**src/hw/rtl/assert_macros.svh**
```systemverilog
// Assertion helpers used by the RTL controller.
`ifndef ASSERT_MACROS_SVH
`define ASSERT_MACROS_SVH

// Same-cycle implication.
`define MER_ASSERT_IMPL(label, clk, rst, ante, cons) \
   label: assert property (@(posedge clk) disable iff (rst) (ante) |-> (cons)) \
      else $error("assertion failed (same-cycle implication)");

// Next-cycle implication.
`define MER_ASSERT_NEXT(label, clk, rst, ante, cons) \
   label: assert property (@(posedge clk) disable iff (rst) (ante) |=> (cons)) \
      else $error("assertion failed (next-cycle implication)");

`endif

```
**src/hw/rtl/mer_pkg.sv**
```systemverilog
package mer_pkg;

   // Default widths
   localparam int COORD_BITS_DEF  = 12;
   localparam int RADIUS_BITS_DEF = 10;

   // Register index codes
   localparam int CSR_IDX_W = 2;
   localparam logic [CSR_IDX_W-1:0] CSR_CENTER_X = CSR_IDX_W'(0);
   localparam logic [CSR_IDX_W-1:0] CSR_CENTER_Y = CSR_IDX_W'(1);
   localparam logic [CSR_IDX_W-1:0] CSR_RADIUS_X = CSR_IDX_W'(2);
   localparam logic [CSR_IDX_W-1:0] CSR_RADIUS_Y = CSR_IDX_W'(3);

   // Datapath micro-operations
   typedef enum logic [4:0] {
      OP_NONE,
      OP_RST_MUL,
      OP_RST_ACC,
      OP_SET_D,
      OP_A0,
      OP_A1,
      OP_A2,
      OP_B0,
      OP_B1,
      OP_B2,
      OP_S0,
      OP_S1,
      OP_T0,
      OP_T1,
      OP_T2,
      OP_T3,
      OP_T4,
      OP_T5,
      OP_EMIT
   } mer_op_type;

   typedef struct packed {
      mer_op_type op;
      logic       last;
   } mer_cmd_type;

   typedef struct packed {
      logic y_zero;
      logic y_one;
      logic more;
   } mer_sts_type;

endpackage

```
**src/hw/rtl/mer_if.sv**
```systemverilog
interface mer_req_if;
   logic valid;
   logic ready;
   logic restart;

   modport source (output valid, output restart, input ready);
   modport sink (input valid, input restart, output ready);
endinterface

interface mer_rsp_if #(
   parameter int COORD_BITS = mer_pkg::COORD_BITS_DEF
);
   logic                         valid;
   logic                         ready;
   logic signed [COORD_BITS-1:0] right_x;
   logic signed [COORD_BITS-1:0] left_x;
   logic signed [COORD_BITS-1:0] top_y;
   logic signed [COORD_BITS-1:0] bottom_y;
   logic                         last;

   modport source (output valid, output right_x, output left_x, output top_y,
                   output bottom_y, output last, input ready);
   modport sink (input valid, input right_x, input left_x, input top_y,
                 input bottom_y, input last, output ready);
endinterface

```
**src/hw/rtl/midpoint_ellipse_rasterizer_core.sv**
```systemverilog
// A restart or a region-one step runs its update, the region-one test and, when the
// arc moves on to region two, the region-two setup; a region-two step runs its update
// only (one shared multiplier, one product a cycle, sequenced by the controller).
// A new request is taken in the cycle after its predecessor's result is loaded;
// a request that produces no result frees the port on the next cycle.
// Reset is synchronous: configuration and arc state clear, no arc is in progress.
module midpoint_ellipse_rasterizer_core #(
   parameter int COORD_BITS  = mer_pkg::COORD_BITS_DEF,
   parameter int RADIUS_BITS = mer_pkg::RADIUS_BITS_DEF,
   localparam int CSR_W = (COORD_BITS - 1 > RADIUS_BITS) ? COORD_BITS - 1 : RADIUS_BITS
) (
   input  logic                          clock,
   input  logic                          reset,
   mer_req_if.sink                       req_ch,
   mer_rsp_if.source                     rsp_ch,
   input  logic                          csr_write,
   input  logic [mer_pkg::CSR_IDX_W-1:0] csr_index,
   input  logic [CSR_W-1:0]              csr_wdata
);
   import mer_pkg::*;

   mer_cmd_type cmd;
   mer_sts_type sts;
   logic        ctl_req_ready;
   logic        ctl_rsp_valid;

   // Sequence the step
   mer_ctrl u_ctrl (
      .clock       (clock),
      .reset       (reset),
      .req_valid   (req_ch.valid),
      .req_restart (req_ch.restart),
      .req_ready   (ctl_req_ready),
      .rsp_ready   (rsp_ch.ready),
      .rsp_valid   (ctl_rsp_valid),
      .cmd         (cmd),
      .sts         (sts)
   );

   // Compute decision terms and point sets
   mer_dpath #(
      .COORD_BITS  (COORD_BITS),
      .RADIUS_BITS (RADIUS_BITS)
   ) u_dpath (
      .clock        (clock),
      .reset        (reset),
      .csr_write    (csr_write),
      .csr_index    (csr_index),
      .csr_wdata    (csr_wdata),
      .cmd          (cmd),
      .sts          (sts),
      .out_right_x  (rsp_ch.right_x),
      .out_left_x   (rsp_ch.left_x),
      .out_top_y    (rsp_ch.top_y),
      .out_bottom_y (rsp_ch.bottom_y),
      .out_last     (rsp_ch.last)
   );

   assign req_ch.ready = ctl_req_ready;
   assign rsp_ch.valid = ctl_rsp_valid;

endmodule

```
**src/hw/rtl/mer_dpath.sv**
```systemverilog
module mer_dpath #(
   parameter int COORD_BITS  = mer_pkg::COORD_BITS_DEF,
   parameter int RADIUS_BITS = mer_pkg::RADIUS_BITS_DEF,
   localparam int CSR_W = (COORD_BITS - 1 > RADIUS_BITS) ? COORD_BITS - 1 : RADIUS_BITS
) (
   input  logic                            clock,
   input  logic                            reset,
   input  logic                            csr_write,
   input  logic [mer_pkg::CSR_IDX_W-1:0]   csr_index,
   input  logic [CSR_W-1:0]                csr_wdata,
   input  mer_pkg::mer_cmd_type            cmd,
   output mer_pkg::mer_sts_type            sts,
   output logic signed [COORD_BITS-1:0]    out_right_x,
   output logic signed [COORD_BITS-1:0]    out_left_x,
   output logic signed [COORD_BITS-1:0]    out_top_y,
   output logic signed [COORD_BITS-1:0]    out_bottom_y,
   output logic                            out_last
);
   import mer_pkg::*;

   localparam int CW  = COORD_BITS - 1;
   localparam int XW  = RADIUS_BITS + 1;
   localparam int SQW = 2 * RADIUS_BITS;
   localparam int MAW = SQW + 1;
   localparam int MBW = SQW + 5;
   localparam int PW  = MAW + MBW;
   localparam int PW1 = PW + 1;
   localparam int DW  = 4 * RADIUS_BITS + 8;

   // Configuration and squared radii
   logic signed [CW-1:0]          cx_ff, cy_ff;
   logic [RADIUS_BITS-1:0]        ry_ff;
   logic [SQW-1:0]                sa_ff, sb_ff;
   logic [RADIUS_BITS-1:0]        csr_rad;
   logic [SQW-1:0]                csr_sq;

   // Arc state and work registers
   logic [XW-1:0]                 x_ff, x_in, y_ff, y_in;
   logic signed [DW-1:0]          d_ff, d_in, acc_ff, acc_in;
   logic signed [PW-1:0]          p_ff, p_in, t_ff, t_in;

   // Operand terms
   logic signed [MBW-1:0]         xe, ye, rye, sbe, xodd_w, ym1_w;
   logic signed [MAW-1:0]         mul_a;
   logic signed [MBW-1:0]         mul_b;
   logic signed [DW-1:0]          pe, sae_d, sbe_d, acc_round, d_trunc;
   logic signed [PW1-1:0]         t_w, p2_w;
   logic                          d_neg;
   logic signed [COORD_BITS-1:0]  rx_sum, lx_sum, ty_sum, by_sum;

   // Square the radius on its way in
   assign csr_rad = csr_wdata[RADIUS_BITS-1:0];
   assign csr_sq  = SQW'(csr_rad) * SQW'(csr_rad);

   // Take configuration writes
   always_ff @(posedge clock) begin
      if (reset) begin
         cx_ff <= '0;
         cy_ff <= '0;
         ry_ff <= '0;
         sa_ff <= '0;
         sb_ff <= '0;
      end else if (csr_write) begin
         unique case (csr_index)
            CSR_CENTER_X: cx_ff <= csr_wdata[CW-1:0];
            CSR_CENTER_Y: cy_ff <= csr_wdata[CW-1:0];
            CSR_RADIUS_X: sa_ff <= csr_sq;
            CSR_RADIUS_Y: begin
               ry_ff <= csr_rad;
               sb_ff <= csr_sq;
            end
            default: ;
         endcase
      end
   end

   // Widen the coordinates for operand building
   assign xe     = signed'(MBW'(x_ff));
   assign ye     = signed'(MBW'(y_ff));
   assign rye    = signed'(MBW'(ry_ff));
   assign sbe    = signed'(MBW'(sb_ff));
   assign xodd_w = xe + xe + MBW'(1);
   assign ym1_w  = ye - MBW'(1);

   assign pe        = DW'(p_ff);
   assign sae_d     = signed'(DW'(sa_ff));
   assign sbe_d     = signed'(DW'(sb_ff));
   assign d_neg     = d_ff[DW-1];
   assign acc_round = acc_ff + (acc_ff[DW-1] ? DW'(3) : DW'(0));
   assign d_trunc   = acc_round >>> 2;

   // Shared multiplier, one product a cycle
   assign p_in = mul_a * mul_b;

   // Select operands and next state per micro-operation
   always_comb begin
      mul_a  = signed'(MAW'(sa_ff));
      mul_b  = '0;
      x_in   = x_ff;
      y_in   = y_ff;
      d_in   = d_ff;
      acc_in = acc_ff;
      t_in   = t_ff;
      unique case (cmd.op)
         OP_RST_MUL: begin
            x_in  = '0;
            y_in  = XW'(ry_ff);
            mul_b = rye;
         end
         OP_RST_ACC: acc_in = (sbe_d <<< 2) + sae_d - (pe <<< 2);
         OP_SET_D:   d_in = d_trunc;
         OP_A0: begin
            mul_a = signed'(MAW'(sb_ff));
            mul_b = xe + xe + MBW'(3);
         end
         OP_A1: begin
            acc_in = d_ff + pe;
            mul_b  = ye + ye - MBW'(2);
         end
         OP_A2: begin
            x_in = x_ff + XW'(1);
            if (d_neg) begin
               d_in = acc_ff;
            end else begin
               d_in = acc_ff - pe;
               y_in = y_ff - XW'(1);
            end
         end
         OP_B0: mul_b = MBW'(3) - ye - ye;
         OP_B1: begin
            acc_in = d_ff + pe;
            mul_a  = signed'(MAW'(sb_ff));
            mul_b  = xe + xe + MBW'(2);
         end
         OP_B2: begin
            y_in = y_ff - XW'(1);
            if (d_neg) begin
               d_in = acc_ff + pe;
               x_in = x_ff + XW'(1);
            end else begin
               d_in = acc_ff;
            end
         end
         OP_S0: mul_b = ye + ye - MBW'(1);
         OP_S1: begin
            t_in  = p_ff;
            mul_a = signed'(MAW'(sb_ff));
            mul_b = xe + MBW'(1);
         end
         OP_T0: begin
            mul_a = signed'(xodd_w[MAW-1:0]);
            mul_b = xodd_w;
         end
         OP_T1: begin
            t_in  = p_ff;
            mul_a = signed'(ym1_w[MAW-1:0]);
            mul_b = ym1_w;
         end
         OP_T2: mul_b = signed'(p_ff[MBW-1:0]);
         OP_T3: begin
            acc_in = pe <<< 2;
            mul_a  = signed'(MAW'(sb_ff));
            mul_b  = signed'(t_ff[MBW-1:0]);
         end
         OP_T4: begin
            acc_in = acc_ff + pe;
            mul_b  = sbe;
         end
         OP_T5:   acc_in = acc_ff - (pe <<< 2);
         OP_NONE: ;
         OP_EMIT: ;
         default: ;
      endcase
   end

   // Hold arc state
   always_ff @(posedge clock) begin
      if (reset) begin
         x_ff <= '0;
         y_ff <= '0;
         d_ff <= '0;
      end else begin
         x_ff <= x_in;
         y_ff <= y_in;
         d_ff <= d_in;
      end
   end

   // Advance work registers
   always_ff @(posedge clock) begin
      p_ff   <= p_in;
      t_ff   <= t_in;
      acc_ff <= acc_in;
   end

   // Region one test: sa*(2y-1) > 2*sb*(x+1)
   assign t_w  = PW1'(t_ff);
   assign p2_w = PW1'(p_ff) <<< 1;

   assign sts.more   = (t_w > p2_w);
   assign sts.y_zero = (y_ff == '0);
   assign sts.y_one  = (y_ff == XW'(1));

   // Mirror the offsets around the center
   assign rx_sum = COORD_BITS'(cx_ff) + COORD_BITS'(x_ff);
   assign lx_sum = COORD_BITS'(cx_ff) - COORD_BITS'(x_ff);
   assign ty_sum = COORD_BITS'(cy_ff) + COORD_BITS'(y_ff);
   assign by_sum = COORD_BITS'(cy_ff) - COORD_BITS'(y_ff);

   // Load the result register
   always_ff @(posedge clock) begin
      if (cmd.op == OP_EMIT) begin
         out_right_x  <= rx_sum;
         out_left_x   <= lx_sum;
         out_top_y    <= ty_sum;
         out_bottom_y <= by_sum;
         out_last     <= cmd.last;
      end
   end

endmodule

```
**src/hw/rtl/mer_ctrl.sv**
```systemverilog
`include "assert_macros.svh"

module mer_ctrl (
   input  logic                 clock,
   input  logic                 reset,
   input  logic                 req_valid,
   input  logic                 req_restart,
   output logic                 req_ready,
   input  logic                 rsp_ready,
   output logic                 rsp_valid,
   output mer_pkg::mer_cmd_type cmd,
   input  mer_pkg::mer_sts_type sts
);
   import mer_pkg::*;

   typedef enum logic [20:0] {
      ST_WAIT = 21'h000001,
      ST_R0   = 21'h000002,
      ST_R1   = 21'h000004,
      ST_R2   = 21'h000008,
      ST_A0   = 21'h000010,
      ST_A1   = 21'h000020,
      ST_A2   = 21'h000040,
      ST_B0   = 21'h000080,
      ST_B1   = 21'h000100,
      ST_B2   = 21'h000200,
      ST_S0   = 21'h000400,
      ST_S1   = 21'h000800,
      ST_S2   = 21'h001000,
      ST_T0   = 21'h002000,
      ST_T1   = 21'h004000,
      ST_T2   = 21'h008000,
      ST_T3   = 21'h010000,
      ST_T4   = 21'h020000,
      ST_T5   = 21'h040000,
      ST_T6   = 21'h080000,
      ST_EMIT = 21'h100000
   } mer_state_type;

   typedef enum logic [3:0] {
      PH_IDLE = 4'b0001,
      PH_ONE  = 4'b0010,
      PH_TWO  = 4'b0100,
      PH_DONE = 4'b1000
   } mer_phase_type;

   mer_state_type state_ff, state_in;
   mer_phase_type phase_ff, phase_in;
   logic          last_ff, last_in;
   logic          rsp_valid_ff, rsp_valid_in;
   logic          accept;
   logic          drop_req;
   logic          emit_stall;
   logic          emit_last;

   assign req_ready = (state_ff == ST_WAIT);
   assign rsp_valid = rsp_valid_ff;
   assign accept    = req_valid && req_ready;

   // Flag the cases the assertions watch
   assign drop_req   = accept && !req_restart && (phase_ff == PH_IDLE || phase_ff == PH_DONE);
   assign emit_stall = (state_ff == ST_EMIT) && rsp_valid_ff && !rsp_ready;
   assign emit_last  = (cmd.op == OP_EMIT) && last_ff;

   // Sequence micro-operations
   always_comb begin
      state_in     = state_ff;
      phase_in     = phase_ff;
      last_in      = last_ff;
      rsp_valid_in = rsp_valid_ff && !rsp_ready;
      cmd.op       = OP_NONE;
      cmd.last     = last_ff;
      unique case (state_ff)
         ST_WAIT: begin
            if (accept) begin
               priority if (req_restart) state_in = ST_R0;
               else if (phase_ff == PH_ONE) state_in = ST_A0;
               else if (phase_ff == PH_TWO) state_in = ST_B0;
               else state_in = ST_WAIT;
            end
         end
         ST_R0: begin
            cmd.op   = OP_RST_MUL;
            state_in = ST_R1;
         end
         ST_R1: begin
            cmd.op   = OP_RST_ACC;
            state_in = ST_R2;
         end
         ST_R2: begin
            cmd.op   = OP_SET_D;
            phase_in = PH_ONE;
            state_in = ST_S0;
         end
         ST_A0: begin
            cmd.op   = OP_A0;
            state_in = ST_A1;
         end
         ST_A1: begin
            cmd.op   = OP_A1;
            state_in = ST_A2;
         end
         ST_A2: begin
            cmd.op   = OP_A2;
            state_in = ST_S0;
         end
         ST_B0: begin
            cmd.op   = OP_B0;
            state_in = ST_B1;
         end
         ST_B1: begin
            cmd.op   = OP_B1;
            state_in = ST_B2;
         end
         ST_B2: begin
            // the arc ends when y steps down to zero
            cmd.op   = OP_B2;
            last_in  = sts.y_one;
            phase_in = sts.y_one ? PH_DONE : PH_TWO;
            state_in = ST_EMIT;
         end
         ST_S0: begin
            cmd.op   = OP_S0;
            state_in = ST_S1;
         end
         ST_S1: begin
            cmd.op   = OP_S1;
            state_in = ST_S2;
         end
         ST_S2: begin
            // stay in region one, end the arc, or set up region two
            priority if (sts.more) begin
               last_in  = 1'b0;
               state_in = ST_EMIT;
            end else if (sts.y_zero) begin
               last_in  = 1'b1;
               phase_in = PH_DONE;
               state_in = ST_EMIT;
            end else begin
               state_in = ST_T0;
            end
         end
         ST_T0: begin
            cmd.op   = OP_T0;
            state_in = ST_T1;
         end
         ST_T1: begin
            cmd.op   = OP_T1;
            state_in = ST_T2;
         end
         ST_T2: begin
            cmd.op   = OP_T2;
            state_in = ST_T3;
         end
         ST_T3: begin
            cmd.op   = OP_T3;
            state_in = ST_T4;
         end
         ST_T4: begin
            cmd.op   = OP_T4;
            state_in = ST_T5;
         end
         ST_T5: begin
            cmd.op   = OP_T5;
            state_in = ST_T6;
         end
         ST_T6: begin
            cmd.op   = OP_SET_D;
            last_in  = 1'b0;
            phase_in = PH_TWO;
            state_in = ST_EMIT;
         end
         ST_EMIT: begin
            // wait for the result register to free up
            if (!rsp_valid_ff || rsp_ready) begin
               cmd.op       = OP_EMIT;
               rsp_valid_in = 1'b1;
               state_in     = ST_WAIT;
            end
         end
         default: state_in = ST_WAIT;
      endcase
   end

   always_ff @(posedge clock) begin
      if (reset) begin
         state_ff     <= ST_WAIT;
         phase_ff     <= PH_IDLE;
         last_ff      <= 1'b0;
         rsp_valid_ff <= 1'b0;
      end else begin
         state_ff     <= state_in;
         phase_ff     <= phase_in;
         last_ff      <= last_in;
         rsp_valid_ff <= rsp_valid_in;
      end
   end

   `MER_ASSERT_NEXT(a_restart_starts, clock, reset, accept && req_restart, state_ff == ST_R0)
   `MER_ASSERT_NEXT(a_drop_when_idle, clock, reset, drop_req, state_ff == ST_WAIT)
   `MER_ASSERT_NEXT(a_emit_holds, clock, reset, emit_stall, state_ff == ST_EMIT)
   `MER_ASSERT_NEXT(a_last_ends_arc, clock, reset, emit_last, phase_ff == PH_DONE)

endmodule

```
**src/flat_wrapper.sv**
```systemverilog
// flat-port wrapper written by rule: the top's interface ports become plain ports
module midpoint_ellipse_rasterizer_core_flat import mer_pkg::*;
#(
   parameter int COORD_BITS  = mer_pkg::COORD_BITS_DEF,
   parameter int RADIUS_BITS = mer_pkg::RADIUS_BITS_DEF,
   localparam int CSR_W = (COORD_BITS - 1 > RADIUS_BITS) ? COORD_BITS - 1 : RADIUS_BITS
)
  (clock, reset, csr_write, csr_index, csr_wdata, req_ch_valid, req_ch_restart, req_ch_ready, rsp_ch_valid, rsp_ch_right_x, rsp_ch_left_x, rsp_ch_top_y, rsp_ch_bottom_y, rsp_ch_last, rsp_ch_ready);
  mer_req_if req_ch_i ();
  mer_rsp_if #(.COORD_BITS(COORD_BITS)) rsp_ch_i ();
  input  logic clock;
  input  logic reset;
  input  logic csr_write;
  input  logic [mer_pkg::CSR_IDX_W-1:0] csr_index;
  input  logic [CSR_W-1:0] csr_wdata;
  input wire logic [$bits(req_ch_i.valid)-1:0] req_ch_valid;
  input wire logic [$bits(req_ch_i.restart)-1:0] req_ch_restart;
  output wire logic [$bits(req_ch_i.ready)-1:0] req_ch_ready;
  output wire logic [$bits(rsp_ch_i.valid)-1:0] rsp_ch_valid;
  output wire logic [$bits(rsp_ch_i.right_x)-1:0] rsp_ch_right_x;
  output wire logic [$bits(rsp_ch_i.left_x)-1:0] rsp_ch_left_x;
  output wire logic [$bits(rsp_ch_i.top_y)-1:0] rsp_ch_top_y;
  output wire logic [$bits(rsp_ch_i.bottom_y)-1:0] rsp_ch_bottom_y;
  output wire logic [$bits(rsp_ch_i.last)-1:0] rsp_ch_last;
  input wire logic [$bits(rsp_ch_i.ready)-1:0] rsp_ch_ready;
  assign req_ch_i.valid = req_ch_valid;
  assign req_ch_i.restart = req_ch_restart;
  assign req_ch_ready = req_ch_i.ready;
  assign rsp_ch_valid = rsp_ch_i.valid;
  assign rsp_ch_right_x = rsp_ch_i.right_x;
  assign rsp_ch_left_x = rsp_ch_i.left_x;
  assign rsp_ch_top_y = rsp_ch_i.top_y;
  assign rsp_ch_bottom_y = rsp_ch_i.bottom_y;
  assign rsp_ch_last = rsp_ch_i.last;
  assign rsp_ch_i.ready = rsp_ch_ready;
  midpoint_ellipse_rasterizer_core #(.COORD_BITS(COORD_BITS), .RADIUS_BITS(RADIUS_BITS)) u_core (.clock(clock), .reset(reset), .req_ch(req_ch_i), .rsp_ch(rsp_ch_i), .csr_write(csr_write), .csr_index(csr_index), .csr_wdata(csr_wdata));
endmodule
```
**config.mk**
```make
export PLATFORM = sky130hd
export DESIGN_NAME = midpoint_ellipse_rasterizer_core_flat
export DESIGN_NICKNAME = d
export VERILOG_FILES = /design/src/hw/rtl/mer_pkg.sv /design/src/hw/rtl/mer_if.sv /design/src/hw/rtl/midpoint_ellipse_rasterizer_core.sv /design/src/hw/rtl/mer_dpath.sv /design/src/hw/rtl/mer_ctrl.sv /design/src/flat_wrapper.sv
export VERILOG_INCLUDE_DIRS = /design/src /design/src/hw/rtl
export SDC_FILE = /design/constraint.sdc
export NUM_CORES = 2
export LEC_CHECK = 0
export BUFFER_PORTS_ARGS = -buffer_cell sky130_fd_sc_hd__buf_2
export CAP_MARGIN = 20
export CORE_MARGIN = 10
export CORE_UTILIZATION = 45
export DETAILED_ROUTE_END_ITERATION = 6
export GPL_ROUTABILITY_DRIVEN = 0
export PLACE_DENSITY = 0.64
export SYNTH_ARGS = -nofsm -noshare
export SYNTH_HDL_FRONTEND = slang
export SYNTH_SLANG_ARGS = --single-unit
```
**constraint.sdc**
```tcl
create_clock -name clock -period 11.25 [get_ports clock]
set_input_delay 2.25 -clock clock [delete_from_list [all_inputs] [get_ports clock]]
set_output_delay 2.25 -clock clock [all_outputs]
set_load 0.005 [all_outputs]
```
==> results.tsv <==
stage	metric	value	unit
drt	wl_per_cell	23.53	um
floorplanning	die_x	359.7	um
floorplanning	io-pin-count	70	
placed_design	portBuffers	69	
sta	whs	459.3	ps
critical_path	cpMostUsedCell	inv_1	
clock_tree	cts_tree	built	
floorplanning	core_area	0.1145	mm^2
logic_synthesis	synth_edf_count	141	
logic_synthesis	dominantRegCellSynth	dfxtp_1	
critical_path	endpoint_kind	flop	
logic_synthesis	synth_cell_type_count	91	
logic_synthesis	syn_avg_cell_area	8.279	um^2
global_route	grt_pass1_vias	45930	
logic_synthesis	yosys_warnings	0	
floorplanning	die_h	359.7	um
clock_tree	path_clk_slew	60	ps
logic_synthesis	synth_area	0.05192	mm^2
outcome	violations	DRC	
clock_tree	numCtsBuffers	45	
drt	drtPass1Iterations	7	
sta	period_share	0.9504	
layout	utilization	0.4889	
drt	routed_wl	184200	um
critical_path	critPathMaxFanout	8	
power	p_leak	25.97	nW
logic_synthesis	synth_top_cell_by_area	fa_1	
clock_tree	clock_latency	640	ps
global_route	grt_pass1_wl	278700	um
critical_path	worst_ep_required_time	11800	ps
power	peakVddDrop	0.1644	mV
logic_synthesis	synth_simple_gate_area_frac	0.1660	
logic_synthesis	synthMuxAreaShare	0.007855	
sta	fmaxAchievable	0.09353	GHz
clock_tree	root_buffer	clkbuf_16	
outcome	status	finished, violations left	
floorplanning	fp-row-count	124	
logic_synthesis	syn_inst	6272	
drt	drc	8	
logic_synthesis	synth_compound_area_frac	0.1750	
critical_path	crit_type	reg -> reg	
logic_synthesis	synthXorXnorAreaFrac	0.05870	
clock_tree	cts_htree_levels	2	
placed_design	hpwlAfterDp	146200	um
critical_path	cp-start-kind	flop	
drt	ant_nets	0	
clock_tree	hold_buffers	0	
sta	min_period	10690	ps
critical_path	slowest_stage	fa_1	
sta	final-max-slew-violation-count	0	
global_route	overflow	0	
power	pwr_density_cell	90.22	mW/mm^2
logic_synthesis	synth-seq-cells	353	
drt	viasPerCell	5.990	
critical_path	cp.arrival	11240	ps
drt	drtIter0Drc	5100	
sta	skew	52.44	ps
critical_path	slowest_delay	540	ps
floorplanning	die_area	0.1294	mm^2
logic_synthesis	synth_top_area_frac	0.2275	
sta	final_hold_viol_count	0	
logic_synthesis	async_reset_ff_frac	0	
power	power	5.050	mW
sta	final-setup-viol-count	0	
global_route	grt_util_all_layers	0.2745	
clock_tree	cts.sinks	353	
logic_synthesis	synth_adder_area_share	0.3419	
global_route	grt_max_degree	90	
logic_synthesis	ys_seq_area_frac	0.1633	
sta	rsz0062_at_grt	no	
global_route	antenna_found_initial	6	
layout	drive_gt1_frac	0.06066	
min_path	hp-class	reg -> reg	
sta	fin_tns_setup	0	ps
logic_synthesis	synth_top_family_by_area	adder cells	
flow_run	cap_violations	0	
floorplanning	initial_core_util	0.4535	
logic_synthesis	synth_area_leaders	fa_1 (23%), ha_1 (11%), dfxtp_1 (8.2%), edfxtp_1 (8.2%), inv_1 (6.5%)	
sta	slew_headroom	0.2070	
sta	tightest_slew	1189	ps
layout	syn2layout_area_growth	7.812	%
clock_tree	cts_max_path_buffers	3	
drt	via_count	46900	
layout	nets	7362	
-- repair_timing --
| action | in CTS | in global routing |
|---|---|---|
| cloned | 0 | 0 |
| pin swaps | 0 | 2 |
| endpoints found under the setup margin | 1 | 10 |
| gates resized for setup | 1 | 20 |
| setup buffers | 0 | 1 |
-- worst max-delay path: cells and delay by family (launching register included) --
family          cells  cell delay, ps
compound gates     19            4740
fa+ha+maj          10            4180
buf+inv             9             650
flops               1             500
xor+xnor            2             340
simple gates        2             170
-- registers in the layout, summed over array words and instances (netlist names) --
name / flops
u_core.u_dpath.sa_ff: 19
u_core.u_dpath.ry_ff: 10
u_core.u_dpath.acc_ff: 48
u_core.u_dpath.d_ff: 48
u_core.u_dpath.y_ff: 11
u_core.u_dpath.out_left_x: 11
u_core.u_ctrl.last_ff: 1
u_core.u_dpath.x_ff: 11
u_core.u_ctrl.rsp_valid: 1
u_core.u_dpath.cy_ff: 11
u_core.u_dpath.out_right_x: 12
u_core.u_dpath.t_ff: 46
u_core.u_ctrl.state_ff: 21
u_core.u_dpath.sb_ff: 18
u_core.u_dpath.p_ff: 46
u_core.u_ctrl.phase_ff: 4
u_core.u_dpath.cx_ff: 11
u_core.u_dpath.out_top_y: 12
u_core.u_dpath.out_last: 1
u_core.u_dpath.out_bottom_y: 11
-- cell type report --
cell class	count	area [um^2]
well taps	1512	1892
inverters	905	3397
diodes	3	7.507
flip-flops and latches	353	8479
fillers	11110	58520
repair buffers	218	1494
clock inverters	24	271.5
multi-input cells	4755	39190
clock buffers	59	1251
-- layer usage --
metal  GRT usage  up-vias  routed length (um)
met5           0        -                  13
met4      0.1259        2               10130
met3     0.05671      546               20100
met2      0.4285     2582               79850
met1      0.3637    22810               74110
li1            -    20960                   -
-- final timing paths --
kind | start | end | slack, ps | depth (start not counted)
worst max-delay path | u_core.u_dpath.y_ff[2] | u_core.u_dpath.p_ff[44] | 560 | 42
worst min-delay path | u_core.u_ctrl.last_ff | u_core.u_dpath.out_last | 460 | 0
worst max register to register | u_core.u_dpath.y_ff[2] | u_core.u_dpath.p_ff[44] | 560 | 42
worst min register to register | u_core.u_ctrl.last_ff | u_core.u_dpath.out_last | 460 | 0
-- through the flow --
| step | instances | worst slack, ps | area, um^2 |
|---|---|---|---|
| 2_1_floorplan | 6289 | 909.4 | 51990 |
| 3_3_place_gp | 7739 | 78.42 | 54310 |
| 3_5_place_dp | 7741 | -0.7372 | 54330 |
| 4_1_cts | 7824 | 81.23 | 55850 |
| 5_1_grt | 7828 | 14.39 | 55980 |
| 6_report | 7829 | 557.7 | 55980 |
-- cells by family after synthesis --
group	after synthesis
AOI/OAI and AO/OA	1410
muxes	40
other	2
and+or+nand+nor	1873
DFF	353
buffers and inverters	1181
xor gates and xnor gates	348
adders and majority gates	1065
-- report_power, final --
part	leakage (nW)	internal, mW	total [mW]	switching [mW]
registers	2.96	1.41	1.48	0.0679
logic	22.3	0.779	2.05	1.27
clock network	0.749	0.865	1.51	0.650
-- synthesized netlist by cell type, types with 10 or more instances --
library cell,number
nand4_1,45
a221o_1,18
nand2_1,690
a221oi_1,59
nand2b_1,49
nor2b_1,54
a21oi_1,489
a22o_1,15
edfxtp_1,141
a211oi_1,35
nand3_1,80
a31o_2,12
or3_1,23
inv_1,899
nor2_1,539
and2_1,131
a211o_1,14
clkbuf_1,211
o211ai_1,42
xnor2_1,246
and4b_1,10
o22ai_1,19
nor4_1,28
a22oi_1,25
o21a_1,42
a21o_1,123
dfxtp_1,212
o31ai_1,31
nor3_1,102
o221ai_1,10
a222oi_1,21
a31oi_1,32
and3_1,40
nor3b_1,12
or2_2,18
o21ai_0,249
o21bai_1,62
fa_1,590
xor2_1,102
buf_2,53
ha_1,475
nand4b_1,11
mux2i_1,34
-- layout by cell type (no fill, tap or decap), drive strengths merged, types with 18 or more instances in the layout --
cell type / n
and2: 133
nor2b: 54
a221o: 18
edfxtp: 141
xnor2: 246
o31ai: 31
clkinv: 21
dfxtp: 212
a31oi: 32
nand3: 80
nor3: 102
fa: 590
a222oi: 21
o21bai: 62
nand4: 46
a22oi: 25
a21o: 123
xor2: 102
nand2b: 49
conb: 19
o211ai: 42
a211oi: 36
a21oi: 490
inv: 904
or2: 19
ha: 475
and3: 40
mux2i: 34
o22ai: 19
o21ai: 261
nor2: 539
nand2: 690
o21a: 42
nor4: 32
buf: 217
a221oi: 59
clkbuf: 60
or3: 23
Power figures use the tool's default switching activity.
